### config.mk
export PLATFORM = sky130hd
export DESIGN_NAME = esr_ctrl
export DESIGN_NICKNAME = d
export VERILOG_FILES = /design/src/sv/esr_pkg.sv /design/src/sv/esr_ctrl.sv
export SDC_FILE = /design/constraint.sdc
export NUM_CORES = 1
export LEC_CHECK = 0
export ABC_AREA = 1
export BUFFER_PORTS_ARGS = -buffer_cell sky130_fd_sc_hd__buf_2
export CAP_MARGIN = 20
export CORE_AREA = 5 5 42 44
export DETAILED_ROUTE_END_ITERATION = 8
export DIE_AREA = 0 0 47 49
export PLACE_DENSITY_LB_ADDON = 0.1
export SYNTH_ARGS = -nofsm -noshare
export SYNTH_HDL_FRONTEND = slang
export SYNTH_SLANG_ARGS = --single-unit
### constraint.sdc
create_clock -name clock -period 2.14 [get_ports clock]
set_clock_uncertainty 0.05 [all_clocks]
set_input_delay 0.321 -clock clock [delete_from_list [all_inputs] [get_ports clock]]
set_output_delay 0.321 -clock clock [all_outputs]
set_load 0.02 [all_outputs]
### src/sv/esr_pkg.sv
`default_nettype none
// ----------------------------------------------------------------------------
// esr_pkg
// Shared types and constants for the encoder speed regulator: payload words,
// controller states, command and status bundles.
// ----------------------------------------------------------------------------
package esr_pkg;

   localparam int unsigned MUL_STEPS = 32;
   localparam int unsigned DIV_STEPS = 24;
   localparam int unsigned CNT_W     = $clog2(MUL_STEPS);

   localparam logic [31:0] SCALE_FACTOR_RESET = 32'd6553600;
   localparam logic [23:0] LOOP_GAIN_RESET    = 24'd83886;

   localparam logic signed [23:0] RPM_MAX    = 24'sh7FFFFF;
   localparam logic signed [23:0] RPM_MIN    = 24'sh800000;
   localparam logic signed [15:0] DRIVE_FULL = 16'sd32767;

   typedef enum logic {
      CSR_SCALE_FACTOR = 1'b0,
      CSR_LOOP_GAIN    = 1'b1
   } csr_index_type;

   typedef struct packed {
      logic               op;
      logic signed [23:0] target_rpm;
      logic signed [31:0] encoder_count;
      logic        [31:0] time_ms;
   } req_payload_type;

   typedef struct packed {
      logic signed [15:0] drive_level;
      logic               drive_write;
      logic signed [23:0] measured_rpm;
      logic               measured_valid;
      logic               stalled;
      logic               zero_interval;
   } rsp_payload_type;

   typedef enum logic [3:0] {
      ST_IDLE,
      ST_CHECK,
      ST_MUL,
      ST_RANGE,
      ST_DIV,
      ST_SPEED,
      ST_GAIN,
      ST_DRIVE,
      ST_EMIT
   } state_type;

   typedef struct packed {
      logic load;
      logic mul_step;
      logic range_check;
      logic div_step;
      logic set_speed;
      logic gain_mult;
      logic drive_update;
      logic emit;
   } cmd_type;

   typedef struct packed {
      logic skip;
      logic dt_zero;
      logic op_query;
      logic mul_last;
      logic div_last;
      logic out_free;
   } status_type;

endpackage
`default_nettype wire

### src/sv/esr_ctrl.sv
`default_nettype none
// ----------------------------------------------------------------------------
// esr_ctrl
// Sequencer for one word: measure (shift-add multiply, restoring divide),
// saturate, apply the integral step, then hand the result to the output stage.
// ----------------------------------------------------------------------------
module esr_ctrl (
   input  wire                  clock,
   input  wire                  reset,
   input  wire                  req_valid,
   output logic                 req_stall,
   input  esr_pkg::status_type  status,
   output esr_pkg::cmd_type     cmd
);
   import esr_pkg::*;

   state_type state_ff;
   state_type state_in;

   always_ff @(posedge clock) begin
      if (reset) begin
         state_ff <= ST_IDLE;
      end else begin
         state_ff <= state_in;
      end
   end

   always_comb begin
      state_in = state_ff;
      unique case (state_ff)
         ST_IDLE: begin
            if (req_valid) state_in = ST_CHECK;
         end
         ST_CHECK: begin
            if (status.skip)         state_in = ST_EMIT;
            else if (status.dt_zero) state_in = ST_SPEED;
            else                     state_in = ST_MUL;
         end
         ST_MUL: begin
            if (status.mul_last) state_in = ST_RANGE;
         end
         ST_RANGE: begin
            state_in = ST_DIV;
         end
         ST_DIV: begin
            if (status.div_last) state_in = ST_SPEED;
         end
         ST_SPEED: begin
            if (status.op_query) state_in = ST_EMIT;
            else                 state_in = ST_GAIN;
         end
         ST_GAIN: begin
            state_in = ST_DRIVE;
         end
         ST_DRIVE: begin
            state_in = ST_EMIT;
         end
         ST_EMIT: begin
            if (status.out_free) state_in = ST_IDLE;
         end
         default: begin
            state_in = ST_IDLE;
         end
      endcase
   end

   always_comb begin
      cmd       = '0;
      req_stall = 1'b1;
      unique case (state_ff)
         ST_IDLE: begin
            req_stall = reset;
            cmd.load  = req_valid && !reset;
         end
         ST_CHECK: begin
         end
         ST_MUL: begin
            cmd.mul_step = 1'b1;
         end
         ST_RANGE: begin
            cmd.range_check = 1'b1;
         end
         ST_DIV: begin
            cmd.div_step = 1'b1;
         end
         ST_SPEED: begin
            cmd.set_speed = 1'b1;
         end
         ST_GAIN: begin
            cmd.gain_mult = 1'b1;
         end
         ST_DRIVE: begin
            cmd.drive_update = 1'b1;
         end
         ST_EMIT: begin
            cmd.emit = status.out_free;
         end
         default: begin
         end
      endcase
   end

endmodule
`default_nettype wire

==> results.toml <==
[critical_path]
crit_path_start_kind = "register"
worstPathCellList = "nor2_2 -> nand3_1 -> nor2_1 -> buf_2"
worstSetupPathType = "register to primary output"
worstPathMaxFanout = 7
arrival_ps = 1280
cp.required_ps = 1770
crit_path_end_kind = "primary output"
slowest_stage = "dfxtp_1"
startpoint = "state_ff[0]$_SDFFE_PP0P_"
r2r-start = "state_ff[0]$_SDFFE_PP0P_"
slowest_delay_ps = 350

[cells_and_area]
final_nets = 94
regArea_um2 = 80.1
top_register = "state_ff"
syn2layout_area_growth_pct = 35.7
multi_input_area_um2 = 221
top_regs = "state_ff x4"
fillCellCount = 172
mostFrequentLayoutCell = "buf_2"
layout_common_cells = "17 x buf_2, 13 x nand3_1, 12 x inv_1, 10 x nor2_1, 10 x nand2_1"
antennaDiodeCount = 0
largest_reg_flops = 4
layout-drive-gt1-share = 0.337

[placement]
dp_hpwl_um = 800
io_buffers = 17
gp_congestion = 0.747
dp_slack_ps = 744

[synth]
ys_seq_area_frac = 0.224
yosys_warnings = 0
syn-num-nets = 72
synthCells = 63
synth_top_area_cell = "dfxtp_1"
synth_area_leaders = "dfxtp_1 22%, nand3_1 18%, inv_1 13%"
syn_area_um2 = 358
synthDominantCellAreaShare = 0.224
ys_types = 12
avgSynthCellArea_um2 = 5.68
synth_seq_cells = 4

[clocking]
cts_buffer_depth = 2
cts-htree-levels = 1
path_clk_slew_ps = 40
tritoncts = "done"
cts_resized = 0
root_buffer = "clkbuf_4"
post-cts-setup-buffer-count = 0
cts_hold_buf = 0
insertion_delay_ps = 230
cts_buffers = 3
cts.sinks = 4

[pwr]
pwr-share-seq = 0.270
pwr-share-comb = 0.530
p_per_area_mw_per_mm2 = 986
p_sw_frac = 0.491
intPower_uw = 244
pwr-share-clk = 0.201
p_leak_nw = 0.311
power.switching_uw = 235
vdd_drop_max_v = 0.000325

[timing]
post-route-period-util = 0.770
max_freq_ghz = 0.607
fin_setup_tns_ps = 0
worstMarginPinSlew_ps = 295
fin_ws_ps = 492
slew_viol_final = 0
period_needed_ps = 1650
setup-violations-final = 0
slew_headroom = 0.803
finalHoldViolCount = 0
rsz0062_at_grt = "no"

[floorplan]
die_area_mm2 = 0.00230
rows = 14
coreArea_mm2 = 0.00140
start_util = 0.255
die_y_um = 49
die_w_um = 47
ios = 18

[global_route]
grt_overflow = 0
grtUsageTotal = 0.0963
grt_max_degree = 10
grt_pass1_wl_mm = 1.64
grt_pass1_vias = 408
antenna_found_initial = 0

[detailed_routing]
ant_nets = 0
firstDrtPassIters = 2
drt_iter0_drc = 5
routed_via_density = 4.33
routed_wl_um = 963
post_drt_wl_per_cell_um = 9.73
via_count = 429
post-route-drc-count = 0

[hold_path]
hold_class = "input pin to register"
hold_start = "reset"

[flow_run]
cap_violations = 0

[status]
status = "finished, final reports clean"
-- cell type report --
type / count / share of cell area
Clock buffer: 3 / 0.0464
Inverter: 15 / 0.116
Multi-Input combinational cell: 44 / 0.456
Sequential cell: 4 / 0.165
Tap cell: 16 / 0.0412
Timing Repair Buffer: 17 / 0.175
-- critical path: cells and delay by family (launching register included) --
kind / cells / cell delay (ps)
DFF: 1 / 350
buffers and inverters: 1 / 160
and+or+nand+nor: 3 / 520
-- cells by family (layout without fill, tap and decap cells) --
family	Yosys count	count (layout)	share of synthesized area
buf+inv	15	35	0.157
simple gates	44	44	0.619
flops	4	4	0.224
-- layer usage --
layer	vias up	GRT usage	wire length [um]
met4	0	0.0415	0
li1	237	-	-
met1	178	0.131	452
met3	0	0.0332	76
met2	14	0.133	434
met5	-	0	0
-- final timing paths --
check | to | slack (ps) | cells past startpoint
hold / removal | state_ff[0]$_SDFFE_PP0P_ | 250 | 2
setup / recovery | cmd[7] | 490 | 4
hold reg to reg | state_ff[2]$_SDFFE_PP0P_ | 670 | 4
setup reg to reg | state_ff[0]$_SDFFE_PP0P_ | 950 | 6
-- per-stage QoR --
stage | instance area, um^2 | util | total power [mW] | cells | hold slack, ps
floorplan | 358 | - | 0.316 | 63 | 338
global placement | 463 | 0.330 | 0.390 | 96 | 485
detailed placement | 463 | 0.330 | 0.385 | 96 | 490
CTS | 485 | 0.346 | 0.485 | 99 | 243
global route | 485 | 0.346 | 0.533 | 99 | 258
finish | 485 | 0.346 | 0.478 | 99 | 250
-- synthesized netlist by cell type (all sizes together) --
library cell,instances
clkinv,1
dfxtp,4
inv,14
nand2,10
nand3,13
nand3b,2
nand4,2
nor2,16
nor4,1
-- power by group through the flow --
stage | sequential [mW] | combinational [mW] | clock (mW)
global route | 0.133 | 0.293 | 0.107
finish | 0.129 | 0.253 | 0.0961
floorplan | 0.124 | 0.192 | 0
CTS | 0.129 | 0.256 | 0.0996
global placement | 0.131 | 0.259 | 0
detailed placement | 0.130 | 0.255 | 0
(Power assumes the default switching activity.)
